[config.mk]
export PLATFORM = sky130hd
export DESIGN_NAME = csus_extract
export DESIGN_NICKNAME = d
export VERILOG_FILES = /design/src/rtl/csus_pkg.sv /design/src/rtl/csus_extract.sv
export SDC_FILE = /design/constraint.sdc
export NUM_CORES = 1
export LEC_CHECK = 0
export ABC_AREA = 1
export BUFFER_PORTS_ARGS = -buffer_cell sky130_fd_sc_hd__buf_2
export CORE_ASPECT_RATIO = 1.25
export CORE_MARGIN = 3
export CORE_UTILIZATION = 36
export CTS_CLUSTER_SIZE = 16
export DETAILED_ROUTE_END_ITERATION = 10
export SETUP_SLACK_MARGIN = 0.5
export SYNTH_ARGS = -nofsm -noshare
export SYNTH_HDL_FRONTEND = slang
export SYNTH_SLANG_ARGS = --single-unit
export TNS_END_PERCENT = 20
[constraint.sdc]
create_clock -name clk -period 4.1 [get_ports clk]
set_input_delay 0.615 -clock clk [delete_from_list [all_inputs] [get_ports clk]]
set_output_delay 0.615 -clock clk [all_outputs]
set_load 0.02 [all_outputs]
[src/rtl/csus_pkg.sv]
// Shared types and constants for the CAN signal unpack and scale block.
// No dependencies; imported by every module of the block.
package csus_pkg;

  // Register indexes on the configuration port
  localparam logic [2:0] REG_START_BIT      = 3'd0;
  localparam logic [2:0] REG_BIT_LENGTH     = 3'd1;
  localparam logic [2:0] REG_MOTOROLA_ORDER = 3'd2;
  localparam logic [2:0] REG_SIGNED_MODE    = 3'd3;
  localparam logic [2:0] REG_SCALE_FACTOR   = 3'd4;
  localparam logic [2:0] REG_SCALE_OFFSET   = 3'd5;

  localparam logic [63:0] ALL_ONES = 64'hffff_ffff_ffff_ffff;
  localparam logic [63:0] PHYS_MAX = 64'h7fff_ffff_ffff_ffff;
  localparam logic [63:0] PHYS_MIN = 64'h8000_0000_0000_0000;

  // Width of the full-precision product and sum
  localparam int SUM_W = 98;

  // Register file contents
  typedef struct packed {
    logic [5:0]         start_bit;
    logic [6:0]         bit_length;
    logic               motorola_order;
    logic               signed_mode;
    logic signed [31:0] scale_factor;
    logic signed [63:0] scale_offset;
  } cfg_t;

endpackage

[src/rtl/csus_extract.sv]
// Signal extraction: byte-order aware barrel shift, then length mask and
// sign extension. Two register stages. Depends on csus_pkg.
module csus_extract import csus_pkg::*; #(
  parameter int FRAME_BYTES = 8
) (
  input  logic        clk,
  input  logic        rst,
  input  cfg_t        cfg,
  input  logic        in_valid,
  output logic        in_ready,
  input  logic [63:0] payload,
  output logic        out_valid,
  input  logic        out_ready,
  output logic [63:0] raw_value
);

  localparam logic [63:0] FRAME_MASK = ALL_ONES >> (64 - FRAME_BYTES * 8);

  logic        v1, v2;
  logic        en1, en2;
  logic [63:0] acc;
  logic [63:0] raw;

  logic [63:0] frame, rev, shift_src, acc_next;
  logic [5:0]  shift_amt;
  logic [6:0]  len;
  logic [5:0]  sign_pos;
  logic [63:0] len_mask, raw_next;
  logic        sign_bit;

  // Stall control: a stage moves when empty or when its successor moves
  assign en2      = !v2 || out_ready;
  assign en1      = !v1 || en2;
  assign in_ready = en1;

  // Stage 1: bytes outside the frame read as zero; Motorola order reverses
  // the bytes so that both orders become one right shift
  always_comb begin
    frame = payload & FRAME_MASK;
    for (int j = 0; j < 8; j++) begin
      rev[8*j +: 8] = frame[8*(7-j) +: 8];
    end
    if (cfg.motorola_order) begin
      shift_src = rev;
      shift_amt = {~cfg.start_bit[5:3], cfg.start_bit[2:0]};
    end else begin
      shift_src = frame;
      shift_amt = cfg.start_bit;
    end
    acc_next = shift_src >> shift_amt;
  end

  // Stage 2: length mask (length 0 gives an empty signal) and sign extension
  always_comb begin
    len      = (cfg.bit_length > 7'd64) ? 7'd64 : cfg.bit_length;
    len_mask = ALL_ONES >> (7'd64 - len);
    sign_pos = 6'(len - 7'd1);
    sign_bit = cfg.signed_mode && (len != 7'd0) && acc[sign_pos];
    raw_next = (acc & len_mask) | (sign_bit ? ~len_mask : 64'd0);
  end

  always_ff @(posedge clk) begin
    if (rst) begin
      v1 <= 1'b0;
      v2 <= 1'b0;
    end else begin
      if (en1) v1 <= in_valid;
      if (en2) v2 <= v1;
    end
    if (en1 && in_valid) acc <= acc_next;
    if (en2 && v1)       raw <= raw_next;
  end

  assign out_valid = v2;
  assign raw_value = raw;

endmodule

## Word-level counts from Yosys, hierarchy flattened

Cells that the tools add are included.
Widths: inputs -> output; s select.

- Register bits after elaboration: 130
- Input port bits: 179
- Output and inout bits: 66
- Word-level logic and storage cells: 29

- Add/subtract/negate cells: 2
- $lt $le $gt $ge: 2
- Shift-type cells: 2
- Mux-type cells: 6
- Bitwise logic cells: 4
- Reductions and logical operators: 9

Operators with widths:

| operator | count |
|---|---|
| $mux 64 | 2 |
| $and 64x64->64 | 1 |
| $not 64->64 | 1 |
| $or 64x64->64 | 1 |
| $shr 64x6->64 | 1 |
| $shr 64x7->64 const A | 1 |
| $gt 7x7->1 const B | 1 |
| $lt 6x7->1 const B | 1 |
| $mux 7 | 1 |
| $reduce_bool 7->1 | 1 |
| $sub 7x7->7 const A | 1 |
| $bmux 1 s6 | 1 |
| $mux 6 | 1 |
| $sub 6x1->6 const B | 1 |
| $logic_and 1x1->1 | 4 |
| $not 3->3 | 1 |
| $logic_not 1->1 | 2 |
| $logic_or 1x1->1 | 2 |
| $mux 1 | 1 |

## Depth between registers and ports, before layout

Gate-level depths: netlist (run 1).

- Word-level depth: 8
- Mapped depth: 19
- Mapped depth without buffers: 15

## Worst setup path before layout (run 1)

OpenSTA, ideal clock, no wires.

- Path kind: input-to-reg
- Start point: input port out_ready
- End point: register raw[0], in the netlist raw_value[0] (enable)
- Setup time: 507 ps
- Data arrival time: 3,767 ps
- Data required time: 3,593 ps
- Slack: -174 ps
- Cell stages on the path: 2
- Buffers on the path: 0
- Cell sequence: inv_1 > a21oi_1

- Longest elaborated chain between the ends: 2

Ends and longest elaborated chain:

| item | line | source |
|---|---|---|
| start: declaration | csus_extract.sv:13 | `input logic out_ready,` |
| $logic_or 1x1->1 | csus_extract.sv:32 | `assign en2 = !v2 \|\| out_ready;` |
| $logic_and 1x1->1 | csus_extract.sv:71 | `if (en2 && v1) raw <= raw_next;` |
| end signal: assignment | csus_extract.sv:71 |  |
| end: declaration | csus_extract.sv:22 | `logic [63:0] raw;` |

No other way between the ends.
A chain may end at the register's enable or synchronous reset.

## Final worst setup path (run 1)

- Start point: input port cfg[104] (netlist name)
- End point: register raw[12], in the netlist raw_value[12] (data pin)

- Longest elaborated chain between the ends: 8
- Elaborated cells between the ends (all ways): 14
- Those cells by class: add/sub (2); order compare (1); shift (1); mux (4); bitwise (3); reduce/logical (3)

Ends and longest elaborated chain:

| item | line | source |
|---|---|---|
| start: declaration | csus_extract.sv:8 | `input cfg_t cfg,` |
| $gt 7x7->1 | csus_extract.sv:55 | `len = (cfg.bit_length > 7'd64) ? 7'd64 : cfg.bit_length;` |
| $mux 7 (*) | csus_extract.sv:55 |  |
| $sub 6x1->6 | csus_extract.sv:57 | `sign_pos = 6'(len - 7'd1);` |
| $bmux 1 s6 | csus_extract.sv:58 | `sign_bit = cfg.signed_mode && (len != 7'd0) && acc[sign_pos];` |
| $mux 1 (implied by the code) | csus_extract.sv:58 |  |
| $logic_and 1x1->1 | csus_extract.sv:58 |  |
| $mux 64 | csus_extract.sv:59 | `raw_next = (acc & len_mask) \| (sign_bit ? ~len_mask : 64'd0);` |
| $or 64x64->64 (*) | csus_extract.sv:59 |  |
| net raw_next[12] | csus_extract.sv:28 | `logic [63:0] len_mask, raw_next;` |

The timed path passes the listed nets; every way through them passes the cells marked *. The select of a mux whose other input is x is not followed.

==> run_results.csv, run 1 <==
group,metric,value,unit
placed_design,gp_congestion,0.958,
placed_design,dp_cells,2218,
sta,final-hold-violation-count,0,
route,route.detailed.drc,0,
die,ios,245,
global_route,track_usage,0.238,
pwr,p_seq_frac,0.344,
synthesis,synth-xor-area-share,0.00687,
route,wl_per_cell,18.1,um
sta,fin_tns_setup,0,ns
finish,final_common_cell,"nand2_1",
critical_path,worstPathRequired,4.26,ns
pwr,combPwrFrac,0.347,
critical_path,cp_max_fo,37,
placed_design,port_buffers,148,
synthesis,synthesis.area,0.0115,sq mm
route,drt_iter0_drc,956,
clock_network,path_clk_slew,0.06,ns
sta,period_share,0.833,
clock_network,post_cts_resized,0,
synthesis,yosysWarnings,0,
pwr,clkPwrFrac,0.309,
finish,final_cell_mix,"561 x nand2_1, 534 x nand3_1, 148 x buf_2",
synthesis,synth-simple-area-share,0.516,
synthesis,syn_avg_cell_area,6.50,sq um
clock_network,htree_num_levels,4,
sta,setup_ws,0.684,ns
route,ant_nets,0,
clock_network,clock-sinks,130,
placed_design,dp_slack,0.325,ns
clock_network,cts_hold_buf,0,
synthesis,synth_fa_ha_area_frac,0.00654,
sta,holdWs,0.365,ns
clock_network,post_cts_buffers,0,
die,die_y,206,um
critical_path,start_kind,"input pin",
clock_network,cts_made_buffers,17,
clock_network,cts_root_buf,"clkbuf_16",
pwr,power_per_cell_area,386,mW/mm^2
clock_network,clock_path_buffers,2,
die,rows,72,
job,maxCapViolCount,0,
sta,setup_viol,0,
finish,fill_cells,3419,
pwr,ir_worst_vdd,0.000235,V
synthesis,syn_inst,1765,
placed_design,place_hpwl,32000,um
critical_path,crit_chain,"buf_2 > inv_2 > nand2_1 > ha_1 > inv_1 > ha_1 > clkinv_1 > nor2_2 > a21oi_1 > nand2_1 > nand3_4 > buf_12 > nand4_1 > nand2_1",
sta,worst_slew_pin_slew,0.979,ns
critical_path,cp_slowest_stage_delay,0.34,ns
pwr,p_leak,6.00,nW
synthesis,synth-compound-area-share,0.0526,
die,die_area,0.0341,sq mm
critical_path,slowest_stage,"nor2_2",
clock_network,clk-insertion-delay-late,0.42,ns
sta,slew_viol_final,0,
die,die_x,166,um
clock_network,cts_tree,"built",
finish,stdcell_count,2250,
global_route,grt_pass1_vias,11600,
synthesis,synth_top_family_by_area,"simple AND/OR/NAND/NOR gates",
pwr,switching_share,0.369,
route,vias,12500,
sta,slew_headroom,0.346,
finish,nets,2015,
synthesis,yosysSeqAreaShare,0.338,
synthesis,synth.distinct_cells,35,
die,coreArea,0.0312,sq mm
global_route,grt_antenna_before_repair,0,
sta,fmax,0.293,GHz
die,initial_utilization,0.368,
sta,rsz0062_at_grt,"no",
critical_path,path_class,"input pin to flop",
synthesis,ys_seq_elements,130,
status,status,"finished, final reports clean",
route,drt_wl_total,40800,um
global_route,overflow,0,
critical_path,arrival,3.57,ns
synthesis,muxShareOfSynthArea,0,
critical_path,cp_common_cell,"nand2_1",
global_route,grt_pass1_wl,64500,um
synthesis,syn_nets,1950,
pwr,switching_power,0.00186,W
route,vias_per_cell,5.55,
finish,drive_above_1_share,0.150,
sta,layout_min_cycle_time,3.42,ns
pwr,intPower,0.00319,W
finish,diodes,0,
route,firstDrtPassIters,5,
hold_path,min_path_type,"input pin to flop",
finish,areaGrowthSynthToFinish,13.9,%
sta,finalClockSkew,0.00637,ns
critical_path,crit_path_end_kind,"flop",
global_route,grt_max_degree,93,
## area by class of cell
type | count | area (sq um) | share of cell area
Clock inverter | 12 | 155 | 0.0119
Multi-Input combinational cell | 1427 | 6750 | 0.516
Sequential cell | 130 | 3880 | 0.297
Tap cell | 407 | 509 | 0.0390
Clock buffer | 20 | 467 | 0.0357
Inverter | 66 | 248 | 0.0189
Timing Repair Buffer | 188 | 1070 | 0.0815
## per-layer routing
metal	vias to the layer above	GRT usage	share of wire
met5	-	0	0
met4	0	0.124	0.053
met3	82	0.0238	0.052
met2	504	0.421	0.49
met1	5702	0.287	0.41
li1	6206	-	-
## cells by family after synthesis
logic type | after synthesis
AND/OR/NAND/NOR | 1301
flip-flops | 130
adder cells (fa/ha/maj) | 6
buffers and inverters | 208
AO/OA/AOI/OAI | 114
XOR/XNOR | 6
## sequential cells by signal (all words and copies together) (netlist names)
| signal | count |
|---|---|
| acc | 64 |
| out_valid | 1 |
| raw_value | 64 |
| v1 | 1 |
## power groups by stage
stage / Sequential, W / Clock, W / Combinational [W]
2_1_floorplan: 0.00180 / 0 / 0.00116
3_3_place_gp: 0.00176 / 0 / 0.00172
3_5_place_dp: 0.00176 / 0 / 0.00173
4_1_cts: 0.00174 / 0.00159 / 0.00174
5_1_grt: 0.00175 / 0.00166 / 0.00194
6_report: 0.00174 / 0.00156 / 0.00175
## path summary, 6_finish.rpt
kind	startpoint	end	slack [ns]	cells after the start
hold reg to reg	v1	v1	0.52	2
setup / recovery	cfg[104]	raw_value[12]	0.68	14
hold / removal	rst	v1	0.36	2
setup reg to reg	acc[0]	raw_value[12]	1.89	11
## cells in the mapped netlist (all sizes together)
cell / count / area share
inv: 65 / 0.021
o31ai: 2 / 0.0025
clkbuf: 47 / 0.015
o21a: 1 / 0.00065
clkinv: 1 / 0.00033
xnor2: 3 / 0.0039
nand3: 535 / 0.23
nand4: 69 / 0.038
nand3b: 22 / 0.014
dfxtp: 2 / 0.0035
edfxtp: 128 / 0.33
buf: 95 / 0.043
nor3: 5 / 0.0022
ha: 6 / 0.0065
or2: 30 / 0.016
nor4: 1 / 0.00055
xor2: 3 / 0.0029
and2: 1 / 0.00055
nor2: 72 / 0.024
o211ai: 5 / 0.0033
a21oi: 19 / 0.0083
o21ai: 87 / 0.038
nand2: 566 / 0.19
## critical path: cells and delay by family
family	cells	cell delay, ns
AND/OR/NAND/NOR	6	1.19
buffers and inverters	5	1.09
adder cells (fa/ha/maj)	2	0.54
AO/OA/AOI/OAI	1	0.10
## metrics by stage
| stage | util | cell area (sq um) | total power, W |
|---|---|---|---|
| 2_1_floorplan | - | 11500 | 0.00296 |
| 3_3_place_gp | 0.399 | 12500 | 0.00348 |
| 3_5_place_dp | 0.399 | 12500 | 0.00350 |
| 4_1_cts | 0.419 | 13100 | 0.00507 |
| 5_1_grt | 0.419 | 13100 | 0.00535 |
| 6_report | 0.419 | 13100 | 0.00505 |
Power figures use the tool's default switching activity.
==> run 2, diff against run 1 <==
==> constraint.sdc (replaced) <==
create_clock -name clk -period 3.5 [get_ports clk]
set_input_delay 0.525 -clock clk [delete_from_list [all_inputs] [get_ports clk]]
set_output_delay 0.525 -clock clk [all_outputs]
set_load 0.02 [all_outputs]
==> run 2 against run 1 <==
Via count up 0.70%. Non-clock buffer count grew 10. First-iteration DRC count down 1.6%. Sequential power is 17% higher. Wire length decreased by 0.32%. Cell count up 0.44%. Power grew 19%. Clock skew up 0.0020 ns. Highest routed layer unchanged.
==> run_results.csv, run 2 (synthesized netlist as in run 1, its figures left out) <==
group,metric,value,unit
critical_path,arrival,2.95,ns
global_route,grt_max_degree,68,
finish,fin_area,0.0133,sq mm
clock_network,clk-insertion-delay-late,0.42,ns
placed_design,place_hpwl,31900,um
clock_network,cts_hold_buf,0,
clock_network,post_cts_buffers,0,
sta,slew_viol_final,0,
clock_network,clock_path_buffers,2,
die,coreArea,0.0312,sq mm
global_route,grt_pass1_wl,64000,um
finish,final_common_cell,"nand2_1",
clock_network,htree_num_levels,4,
finish,drive_above_1_share,0.155,
clock_network,cts_tree,"built",
sta,fin_tns_setup,0,ns
finish,final_cell_mix,"561 x nand2_1, 534 x nand3_1, 148 x buf_2",
finish,areaGrowthSynthToFinish,15.6,%
sta,worst_slew_pin_slew,0.772,ns
pwr,switching_power,0.00221,W
placed_design,gp_congestion,0.950,
die,die_area,0.0341,sq mm
sta,setup_viol,0,
critical_path,start_kind,"input pin",
clock_network,path_clk_slew,0.06,ns
die,die_y,206,um
route,drt_wl_total,40700,um
sta,slew_headroom,0.485,
route,route.detailed.drc,0,
placed_design,placed_area,0.0126,sq mm
sta,holdWs,0.274,ns
route,firstDrtPassIters,5,
pwr,intPower,0.00380,W
pwr,clkPwrFrac,0.312,
route,vias_per_cell,5.57,
pwr,power_per_cell_area,453,mW/mm^2
global_route,grt_pass1_vias,11500,
global_route,grt_antenna_before_repair,0,
finish,nets,2025,
job,maxCapViolCount,0,
route,ant_nets,0,
route,drt_iter0_drc,941,
placed_design,port_buffers,148,
critical_path,cp_max_fo,16,
finish,fill_cells,3369,
pwr,p_seq_frac,0.339,
clock_network,clock-sinks,130,
pwr,switching_share,0.368,
route,wl_per_cell,18.0,um
hold_path,min_path_type,"input pin to flop",
critical_path,worstPathRequired,3.67,ns
die,initial_utilization,0.368,
sta,rsz0062_at_grt,"no",
sta,layout_min_cycle_time,2.78,ns
clock_network,post_cts_resized,0,
die,rows,72,
sta,fmax,0.360,GHz
clock_network,cts_root_buf,"clkbuf_16",
global_route,track_usage,0.236,
sta,final-hold-violation-count,0,
finish,diodes,0,
die,die_x,166,um
critical_path,path_class,"input pin to flop",
sta,period_share,0.795,
global_route,overflow,0,
pwr,p_leak,6.10,nW
pwr,combPwrFrac,0.349,
sta,finalClockSkew,0.00833,ns
critical_path,crit_path_end_kind,"flop",
die,ios,245,
pwr,ir_worst_vdd,0.000212,V
clock_network,cts_made_buffers,17,
route,vias,12600,
status,status,"finished, final reports clean",
-- run 2: final timing paths --
path         startpoint            end  slack, ns  depth (start not counted)
max             cfg[98]  raw_value[37]       0.72                         14
min                 rst             v1       0.27                          2
max reg2reg      acc[0]  raw_value[61]       1.63                         11
min reg2reg   out_valid      out_valid       0.53                          2
-- run 2: worst max-delay path: stages --
cell,delay [ns]
buf_2,0.23
nand2_2,0.14
ha_1,0.25
inv_1,0.09
ha_1,0.31
clkinv_1,0.17
buf_4,0.21
nor2_1,0.35
inv_1,0.08
nand2_1,0.15
nor2_1,0.10
nand3b_1,0.18
nand4_1,0.10
nand2_1,0.06
-- run 2: layer usage --
| layer | global-route usage | routed length (um) |
|---|---|---|
| met1 | 0.293 | 16600 |
| met2 | 0.409 | 19600 |
| met3 | 0.0236 | 2350 |
| met4 | 0.118 | 2130 |
| met5 | 0 | 0 |
-- run 2: stage by stage --
step / power (W) / util / instances / setup WS, ns
final: 0.00601 / 0.426 / 2260 / 0.718
after global routing: 0.00636 / 0.426 / 2260 / 0.562
after CTS: 0.00603 / 0.426 / 2260 / 0.756
after detailed placement: 0.00414 / 0.406 / 2228 / 0.320
after global placement: 0.00413 / 0.406 / 2228 / 0.354
after floorplan: 0.00347 / - / 1765 / 0.564
-- run 2: power by group through the flow --
stage               Sequential [W]  Clock (W)  Combinational, W
finish                     0.00204    0.00188           0.00210
global route               0.00205    0.00199           0.00232
CTS                        0.00204    0.00192           0.00208
detailed placement         0.00207          0           0.00207
global placement           0.00207          0           0.00207
floorplan                  0.00211          0           0.00135
-- run 2: layout make-up --
| class | count | area, sq um | area share |
|---|---|---|---|
| inverters | 66 | 248 | 0.0187 |
| multi-input cells | 1427 | 6750 | 0.508 |
| clock inverters | 15 | 208 | 0.0156 |
| clock buffers | 17 | 425 | 0.0321 |
| flip-flops and latches | 130 | 3880 | 0.293 |
| repair buffers | 198 | 1250 | 0.0945 |
| well taps | 407 | 509 | 0.0384 |
==> run 3, diff against run 2 <==
==> constraint.sdc (replaced) <==
create_clock -name clk -period 2.3 [get_ports clk]
set_input_delay 0.345 -clock clk [delete_from_list [all_inputs] [get_ports clk]]
set_output_delay 0.345 -clock clk [all_outputs]
set_load 0.02 [all_outputs]
==> run 3 against run 2 <==
Wire length is 8.0% higher. Sequential share of layout area decreased by 4.6 points. Register-to-register slack lost 1.2 ns. Critical endpoint is now raw_value[32]. Clock skew rose by 0.0011 ns. Non-clock buffer count increased by 141. Worst setup slack got worse by 0.40 ns. Die area unchanged. Combinational power grew 95%. Utilization increased by 7.9 points.
==> run_results.csv, run 3 (synthesized netlist as in run 1, its figures left out) <==
group,metric,value,unit
status,status,"finished, final reports clean",
finish,nets,2166,
route,drt_iter0_drc,893,
clock_network,cts_root_buf,"clkbuf_16",
sta,layout_min_cycle_time,1.99,ns
critical_path,cp_slowest_stage_delay,0.29,ns
finish,areaGrowthSynthToFinish,37.0,%
clock_network,clock-sinks,130,
die,die_area,0.0341,sq mm
clock_network,path_clk_slew,0.06,ns
pwr,p_seq_frac,0.312,
clock_network,htree_num_levels,4,
hold_path,hold_depth,2,
placed_design,dp_slack,-0.232,ns
critical_path,r2r_slack,0.43,ns
route,vias,13200,
critical_path,cp_max_fo,11,
global_route,grt_max_degree,67,
sta,slew_headroom,0.687,
sta,fin_tns_setup,0,ns
pwr,p_leak,7.22,nW
hold_path,whs_endpoint,"out_valid",
sta,setup_ws,0.315,ns
finish,final_cell_mix,"526 x nand2_1, 450 x nand3_1, 144 x buf_2",
die,rows,72,
hold_path,min_path_type,"input pin to flop",
critical_path,cp_common_cell,"buf_12",
sta,worst_slew_pin_slew,0.469,ns
die,die_x,166,um
clock_network,cts_made_buffers,17,
route,firstDrtPassIters,6,
sta,holdWs,0.0830,ns
route,ant_nets,0,
critical_path,reg2reg_to,"raw_value[32]",
clock_network,clock_path_buffers,2,
pwr,intPower,0.00627,W
critical_path,cp.depth,16,
critical_path,crit_chain,"buf_12 > inv_12 > nand2_8 > ha_4 > inv_8 > buf_12 > buf_16 > nand3_1 > nand3_1 > nand3_2 > nand3_2 > nand3_4 > buf_12 > buf_16 > nand4_1 > nand2_1",
route,wl_per_cell,18.3,um
global_route,grt_pass1_wl,68100,um
placed_design,gp_congestion,1.02,
placed_design,place_hpwl,34600,um
clock_network,cts_tree,"built",
route,vias_per_cell,5.49,
critical_path,path_delay_family,"buffers and inverters",
finish,fill_cells,3148,
sta,period_share,0.863,
finish,final_common_cell,"nand2_1",
pwr,ir_worst_vdd,0.000511,V
critical_path,path_class,"input pin to flop",
placed_design,placed_area,0.0139,sq mm
global_route,grt_antenna_before_repair,0,
finish,fin_area,0.0157,sq mm
route,route.detailed.drc,0,
sta,fmax,0.504,GHz
clock_network,cts_hold_buf,0,
global_route,overflow,0,
pwr,switching_share,0.369,
sta,rsz0062_at_grt,"yes",
critical_path,crit_path_end_kind,"flop",
sta,final-hold-violation-count,0,
route,drt_wl_total,44000,um
sta,slew_viol_final,0,
job,maxCapViolCount,0,
finish,diodes,0,
clock_network,clk-insertion-delay-late,0.42,ns
placed_design,port_buffers,148,
pwr,switching_power,0.00367,W
hold_path,hold_start,"rst",
global_route,track_usage,0.251,
critical_path,ff2ff_path_depth,12,
pwr,clkPwrFrac,0.275,
die,ios,245,
sta,setup_viol,0,
finish,final_core_util,0.504,
finish,drive_above_1_share,0.300,
die,coreArea,0.0312,sq mm
pwr,combPwrFrac,0.413,
critical_path,slowest_stage,"ha_4",
critical_path,r2r-start,"acc[2]",
critical_path,worstPathRequired,2.47,ns
critical_path,start_kind,"input pin",
die,initial_utilization,0.368,
critical_path,arrival,2.15,ns
die,die_y,206,um
pwr,power_per_cell_area,632,mW/mm^2
global_route,grt_pass1_vias,12500,
critical_path,worst-path-buf-inv,7,
sta,finalClockSkew,0.00942,ns
==> run 3: changes by cell type in the layout (fill, tap and decap cells not counted), moves of 9 or more <==
cell / previous run / this run
buf_4: 39 / 142
nand3_1: 534 / 450
nand3_2: 0 / 83
o21ai_0: 67 / 31
nand2_1: 561 / 526
nand2_2: 5 / 35
o21ai_2: 0 / 26
buf_12: 11 / 34
buf_6: 0 / 9
==> run 3: how the worst max path moves through the flow <==
stage / startpoint / end / slack (ns)
6_report: cfg[104] / raw_value[32] / 0.31
4_1_cts: cfg[97] / acc[7] / 0.31
3_3_place_gp: cfg[97] / acc[31] / -0.22
3_5_place_dp: cfg[104] / raw_value[12] / -0.23
2_1_floorplan: cfg[104] / raw_value[0] / 0.02
5_1_grt: cfg[104] / raw_value[18] / 0.27
==> run 3: timing repair <==
| item | 4_1_cts | 5_1_grt |
|---|---|---|
| setup endpoints to repair | 115 | 126 |
| pin swaps | 16 | 43 |
| gates cloned | 6 | 4 |
| resized for setup | 62 | 191 |
| setup buffers | 6 | 7 |
==> run 3: layer usage <==
layer / up-vias / GRT usage / part of all wire
li1: 6507 / - / -
met1: 6070 / 0.288 / 0.38
met2: 487 / 0.452 / 0.50
met3: 126 / 0.0244 / 0.050
met4: 0 / 0.156 / 0.073
met5: - / 0 / 0
==> run 3: power by group through the flow <==
stage | Sequential (W) | Clock, W | Combinational [W]
floorplan | 0.00321 | 0 | 0.00210
global placement | 0.00314 | 0 | 0.00356
detailed placement | 0.00314 | 0 | 0.00358
CTS | 0.00310 | 0.00278 | 0.00382
global route | 0.00312 | 0.00288 | 0.00448
finish | 0.00310 | 0.00273 | 0.00410
==> run 3: final cells by class <==
cell class,count,area (sq um),area share
tap,407,509,0.0324
inverter,66,297,0.0189
clock buffer,17,425,0.0271
timing repair buffer,339,2830,0.180
sequential,130,3880,0.247
multi-input combinational,1427,7590,0.483
clock inverter,15,183,0.0116
==> run 3: per-stage QoR <==
step                      total power (W)  instances
after floorplan                   0.00531       1765
after global placement            0.00670       2346
after detailed placement          0.00672       2346
after CTS                         0.00969       2390
after global routing               0.0105       2401
final                             0.00994       2401
